[src/hdl/spq_pkg.sv]
// ----------------------------------------------------------------------------
// spq_pkg
// shared types, codes and helpers for the sorted priority queue
// ----------------------------------------------------------------------------
package spq_pkg;

  localparam int unsigned QueueDepthDef = 8;

  localparam int unsigned ColorW  = 8;
  localparam int unsigned KeyW    = 2 * ColorW;
  localparam int unsigned OccW    = 4;
  localparam int unsigned InDataW = 24;
  localparam int unsigned OutDataW = 32;

  // operation selector carried on the input tuser
  typedef enum logic {
    MODE_ENQ = 1'b0,
    MODE_DEQ = 1'b1
  } mode_e;

  // result status carried on the output tuser
  typedef enum logic [1:0] {
    ST_ENQ   = 2'd0,
    ST_DEQ   = 2'd1,
    ST_FULL  = 2'd2,
    ST_EMPTY = 2'd3
  } status_e;

  typedef struct packed {
    logic [ColorW-1:0] red;
    logic [ColorW-1:0] green;
    logic [ColorW-1:0] blue;
  } color_t;

  // broadcast to every cell for one operation
  typedef struct packed {
    logic   enq;
    logic   deq;
    color_t ins;
  } cell_ctrl_t;

  // red is the primary key, blue breaks ties
  function automatic logic [KeyW-1:0] prio_key(input color_t c);
    prio_key = {c.red, c.blue};
  endfunction

endpackage

[src/hdl/spq_cell.sv]
// ----------------------------------------------------------------------------
// spq_cell
// one slot of the sorted chain, shifts toward tail on insert, head on pop
// ----------------------------------------------------------------------------
module spq_cell (
  input  logic                clk_i,
  input  spq_pkg::cell_ctrl_t ctrl_i,
  input  logic                occupied_i,
  input  spq_pkg::color_t     left_entry_i,
  input  logic                left_behind_i,
  input  spq_pkg::color_t     right_entry_i,
  output spq_pkg::color_t     entry_o,
  output logic                behind_o
);
  import spq_pkg::*;

  color_t entry_q, entry_d;

  // new entry lands at or ahead of this slot
  assign behind_o = !(occupied_i && (prio_key(entry_q) >= prio_key(ctrl_i.ins)));

  always_comb begin
    entry_d = entry_q;
    if (ctrl_i.enq) begin
      if (left_behind_i) begin
        entry_d = left_entry_i;
      end else if (behind_o) begin
        entry_d = ctrl_i.ins;
      end
    end else if (ctrl_i.deq) begin
      entry_d = right_entry_i;
    end
  end

  always_ff @(posedge clk_i) begin
    entry_q <= entry_d;
  end

  assign entry_o = entry_q;

endmodule

[src/hdl/sorted_priority_queue.sv]
// ----------------------------------------------------------------------------
// sorted_priority_queue
// shift-register priority queue of rgb colors, kept sorted head first
// ----------------------------------------------------------------------------
// The queue is a row of QueueDepth cells, each holding one color. Every input
// transaction is one operation selected by s_axis_tuser: enqueue inserts the
// color behind all stored colors of equal or higher priority (higher red
// first, then higher blue; equal keys leave in arrival order), dequeue pops
// the head and every cell takes its right neighbor. All cells compare
// against the new key and shift in the same cycle, so one transaction is
// taken per clock unless the output stalls; the result is offered from an
// output register after acceptance, and the input stays ready while that
// register is empty or being drained, sustaining one operation per cycle.
// Every input transaction gives exactly one output transaction. An enqueue
// into a full queue returns status full and leaves the queue unchanged; a
// dequeue from an empty queue returns status empty. Color fields of a result
// are zero unless it is a successful dequeue. Occupancy is the count after
// the operation, low four bits. No clearing pass after reset is needed.
// ----------------------------------------------------------------------------
module sorted_priority_queue #(
  parameter int unsigned QueueDepth = spq_pkg::QueueDepthDef
) (
  input  logic                           clk_i,
  input  logic                           rst_ni,
  input  logic                           s_axis_tvalid,
  output logic                           s_axis_tready,
  // red [7:0], green [15:8], blue [23:16]
  input  logic [spq_pkg::InDataW-1:0]    s_axis_tdata,
  // mode [0]
  input  logic                           s_axis_tuser,
  output logic                           m_axis_tvalid,
  input  logic                           m_axis_tready,
  // out_red [7:0], out_green [15:8], out_blue [23:16], occupancy [27:24], zero pad
  output logic [spq_pkg::OutDataW-1:0]   m_axis_tdata,
  // status [1:0]
  output logic [1:0]                     m_axis_tuser
);
  import spq_pkg::*;

  localparam int unsigned CntW = $clog2(QueueDepth + 1);
  localparam int unsigned ExtW = (CntW > OccW) ? CntW : OccW;

  // entry count, the only control state of the row
  logic [CntW-1:0] cnt_q, cnt_d;

  // output register
  logic            out_vld_q;
  color_t          out_color_q, out_color_d;
  status_e         out_st_q, out_st_d;
  logic [CntW-1:0] out_cnt_q;

  logic       accept;
  logic       is_full;
  logic       is_empty;
  color_t     in_color;
  cell_ctrl_t ctrl;

  color_t entry [QueueDepth];
  logic   behind [QueueDepth];

  assign s_axis_tready = !out_vld_q || m_axis_tready;
  assign accept        = s_axis_tvalid && s_axis_tready;

  assign in_color.red   = s_axis_tdata[7:0];
  assign in_color.green = s_axis_tdata[15:8];
  assign in_color.blue  = s_axis_tdata[23:16];

  assign is_full  = (cnt_q == CntW'(QueueDepth));
  assign is_empty = (cnt_q == '0);

  // broadcast the operation to the whole row
  always_comb begin
    ctrl.ins = in_color;
    ctrl.enq = accept && (s_axis_tuser == MODE_ENQ) && !is_full;
    ctrl.deq = accept && (s_axis_tuser == MODE_DEQ) && !is_empty;
  end

  // the row of cells
  for (genvar i = 0; i < QueueDepth; i++) begin : g_cell
    color_t left_entry;
    logic   left_behind;
    color_t right_entry;

    if (i == 0) begin : g_head
      assign left_entry  = in_color;
      assign left_behind = 1'b0;
    end else begin : g_mid
      assign left_entry  = entry[i-1];
      assign left_behind = behind[i-1];
    end

    if (i == QueueDepth - 1) begin : g_tail
      assign right_entry = entry[i];
    end else begin : g_body
      assign right_entry = entry[i+1];
    end

    spq_cell u_cell (
      .clk_i         (clk_i),
      .ctrl_i        (ctrl),
      .occupied_i    (cnt_q > CntW'(i)),
      .left_entry_i  (left_entry),
      .left_behind_i (left_behind),
      .right_entry_i (right_entry),
      .entry_o       (entry[i]),
      .behind_o      (behind[i])
    );
  end

  // count and result of the operation being accepted
  always_comb begin
    cnt_d       = cnt_q;
    out_color_d = '0;
    out_st_d    = ST_ENQ;
    unique case (s_axis_tuser)
      MODE_ENQ: begin
        if (is_full) begin
          out_st_d = ST_FULL;
        end else begin
          out_st_d = ST_ENQ;
          cnt_d    = cnt_q + CntW'(1);
        end
      end
      MODE_DEQ: begin
        if (is_empty) begin
          out_st_d = ST_EMPTY;
        end else begin
          out_st_d    = ST_DEQ;
          out_color_d = entry[0];
          cnt_d       = cnt_q - CntW'(1);
        end
      end
      default: begin
        out_st_d = ST_EMPTY;
      end
    endcase
  end

  always_ff @(posedge clk_i or negedge rst_ni) begin
    if (!rst_ni) begin
      cnt_q     <= '0;
      out_vld_q <= 1'b0;
    end else begin
      if (accept) begin
        cnt_q     <= cnt_d;
        out_vld_q <= 1'b1;
      end else if (m_axis_tready) begin
        out_vld_q <= 1'b0;
      end
    end
  end

  // result payload, loaded on every accepted transaction
  always_ff @(posedge clk_i) begin
    if (accept) begin
      out_color_q <= out_color_d;
      out_st_q    <= out_st_d;
      out_cnt_q   <= cnt_d;
    end
  end

  logic [ExtW-1:0] occ_ext;
  assign occ_ext = ExtW'(out_cnt_q);

  assign m_axis_tvalid = out_vld_q;
  assign m_axis_tuser  = out_st_q;
  assign m_axis_tdata  = {{(OutDataW - OccW - 3 * ColorW){1'b0}}, occ_ext[OccW-1:0],
                          out_color_q.blue, out_color_q.green, out_color_q.red};

endmodule

[config.mk]
export PLATFORM = sky130hd
export DESIGN_NAME = sorted_priority_queue
export DESIGN_NICKNAME = d
export VERILOG_FILES = /design/src/hdl/spq_pkg.sv /design/src/hdl/spq_cell.sv /design/src/hdl/sorted_priority_queue.sv
export SDC_FILE = /design/constraint.sdc
export NUM_CORES = 1
export LEC_CHECK = 0
export ABC_CLOCK_PERIOD_IN_PS = 4400
export BUFFER_PORTS_ARGS = -buffer_cell sky130_fd_sc_hd__buf_2
export CAP_MARGIN = 40
export CORE_MARGIN = 5
export CORE_UTILIZATION = 55
export DETAILED_ROUTE_END_ITERATION = 8
export PLACE_DENSITY = 0.73
export SYNTH_ARGS = -nofsm -noshare
export SYNTH_HDL_FRONTEND = slang
export SYNTH_SLANG_ARGS = --single-unit
[constraint.sdc]
create_clock -name clk_i -period 4.4 [get_ports clk_i]
set_input_delay 0.66 -clock clk_i [delete_from_list [all_inputs] [get_ports clk_i]]
set_output_delay 0.66 -clock clk_i [all_outputs]
set_load 0.03 [all_outputs]
==> results.ini <==
[status]
outcome = finished, final reports clean

[setup_path]
timing.rr.end = g_cell[3].u_cell.entry_o[19]
worstPathArrival_ns = 3.47
r2r_start = g_cell[2].u_cell.entry_o[0]
crit_fanout = 18
rr_worst_depth = 10
endpoint = g_cell[4].u_cell.entry_o[1]
cp-start-kind = primary input
end_kind = flip-flop
worstSetupStartpoint = s_axis_tdata[23]
crit_type = primary input to flip-flop
cp.required_ns = 4.65
reg2reg_slack_ns = 1.24

[layout]
final_cells = 1599
syn_to_final_growth_pct = 11.1
n_antenna_cell = 0
drive_gt1_share_pct = 13.2
nets = 1417
final_common_cell = edfxtp_1
layout_common_cells = 222 x edfxtp_1, 163 x nand2_1, 132 x ha_1, 121 x o21ai_0, 121 x mux2i_1
fin_util_pct = 62.3

[synth]
synth_edf_count = 222
synth_cell_types = 48
syn_avg_cell_area_um2 = 11.2
ys_ff_latch = 227
synthTopCellsByArea = edfxtp_1 49%, ha_1 12%, mux2i_1 8.9%
synthArstFlopShare_pct = 2.20
yosysWarnings = 0
ys.flop_type = edfxtp_1
yosysTopAreaCell = edfxtp_1
seq_area_frac_synth_pct = 49.7
syn_area_um2 = 13700
synthCells = 1218
synth.top_cell.area_share_pct = 48.8

[global_routing]
antenna_found_initial = 0
grtUsageTotal_pct = 23.3
grt_pass1_vias = 9128
grt_max_degree = 110
grt_pass1_wl_mm = 52.4
grt-ovfl-total = 0

[placement]
place_inst = 1552
portBuffers = 60
globalplace.congestion = 0.891
hpwl_mm = 24.3

[floorplan]
fp-row-count = 57
core_um2 = 24400
start_util_pct = 56.0
ios = 65
die_w_um = 168
die-area_um2 = 28100
die_height_um = 168

[timing]
post-route-period-util_pct = 73.4
finalSetupViolations = 0
hold_ws_ns = 0.347
skew_ns = 0.0168
maxSlewViolCount = 0
rsz0062_at_grt = no
hold_viol_final = 0
fmax_mhz = 310
fin_setup_tns_ns = 0
fin_crit_ns = 3.23
worst_pin_slew_ns = 0.871
slew_headroom_pct = 40.4

[drt]
final_antenna_net_count = 0
vias_per_cell = 6.16
wl_mm = 34.1
drt-pass1-iter-count = 6
drc = 0
drt_iter0_markers = 1152
vias = 9853
avgRoutedWirePerCell_um = 21.3

[power_and_ir_drop]
ir_drop_mv = 0.304
leakagePower_nw = 6.28
power_density_nw_per_um2 = 499

[cts]
cts_made_buffers = 25
tritoncts = done
cts.path.max_buffers = 3
root_buffer = clkbuf_16
cts_setup_buffers = 0
path_clk_slew_ns = 0.06
cts_resized = 0
clock_sinks = 227
clock_latency_ns = 0.55
htree_num_levels = 1
ctsHoldBuffers = 1

[flow_run]
drv_cap = 0

[hold_path]
hold_path.class = primary input to flip-flop

-- cell families after synthesis --
family          synth area share (%)
compound gates                  12.9
xor+xnor                       0.192
fa+ha+maj                       12.1
buf+inv                         3.59
flops                           49.7
mux                             11.6
other cells                   0.0274
simple gates                    9.97
-- cells in the mapped netlist (2+ instances only) --
library cell and n:
buf_12 2, a21oi_1 89, ha_1 132, nand4_1 17, edfxtp_1 222, buf_2 18, a221o_1 26, o21a_1 7
mux2i_1 121, a211o_1 2, and2_1 8, o21ai_0 121, mux2_2 8, clkbuf_1 46, nand2_1 163, a221oi_1 2
o21ai_1 8, a21o_1 16, inv_1 30, nor2_1 46, nand2b_1 11, a31oi_1 11, dfrtp_1 5, mux2_4 19
nor3_1 7, nor2b_1 8, nand3_1 13, buf_4 7, xnor2_1 3, a211oi_1 2, buf_1 3, a2111oi_0 4
and3_1 26
-- metal layers --
metal	routed length (um)	vias up	global-route usage, %
li1	-	4633	-
met1	15300	4683	36.0
met2	14600	472	33.9
met3	3220	65	3.61
met4	953	0	7.20
met5	0	-	0
-- power by group --
part / internal (W) / total, W / switching, W
clock network: 0.00121 / 0.00208 / 0.000864
logic: 0.000949 / 0.00229 / 0.00134
registers: 0.00289 / 0.00321 / 0.000322
-- registers in the layout, summed over array words and instances (netlist names) --
signal / flops
m_axis_tdata: 24
m_axis_tuser: 2
occ_ext: 4
m_axis_tvalid: 1
g_cell.u_cell.entry_o: 192
cnt_q: 4
-- final cells by class --
cell class	instances	area (um2)
inverters	30	113
fillers	1964	9200
repair buffers	85	548
clock buffers	31	678
well taps	324	405
flip-flops and latches	227	6790
clock inverters	15	136
multi-input cells	887	6520
-- worst min-delay path by stage --
stage / startpoint / endpoint / slack [ns] / cells after the start
floorplan: rst_ni / cnt_q[0] / 0.36 / 0
CTS: s_axis_tvalid / m_axis_tvalid / 0.34 / 2
finish: s_axis_tvalid / m_axis_tvalid / 0.35 / 2
global placement: rst_ni / m_axis_tvalid / 0.49 / 1
detailed placement: rst_ni / cnt_q[1] / 0.50 / 1
global route: s_axis_tvalid / m_axis_tvalid / 0.35 / 2
-- worst max-delay path, stage by stage --
cell	delay, ns
buf_2	0.15
inv_1	0.33
ha_1	0.34
a21oi_1	0.14
a31oi_1	0.11
a2111oi_0	0.71
a31oi_4	0.33
a31oi_4	0.46
buf_12	0.23
-- per-stage QoR --
step                total power [W]  worst slack (ns)  instance area, um2
global route                0.00795              1.02               15200
floorplan                   0.00483             0.381               13700
global placement            0.00542             0.685               14300
detailed placement          0.00550             0.567               14400
CTS                         0.00759              1.16               15200
finish                      0.00758              1.17               15200
Power figures use the tool's default switching activity.
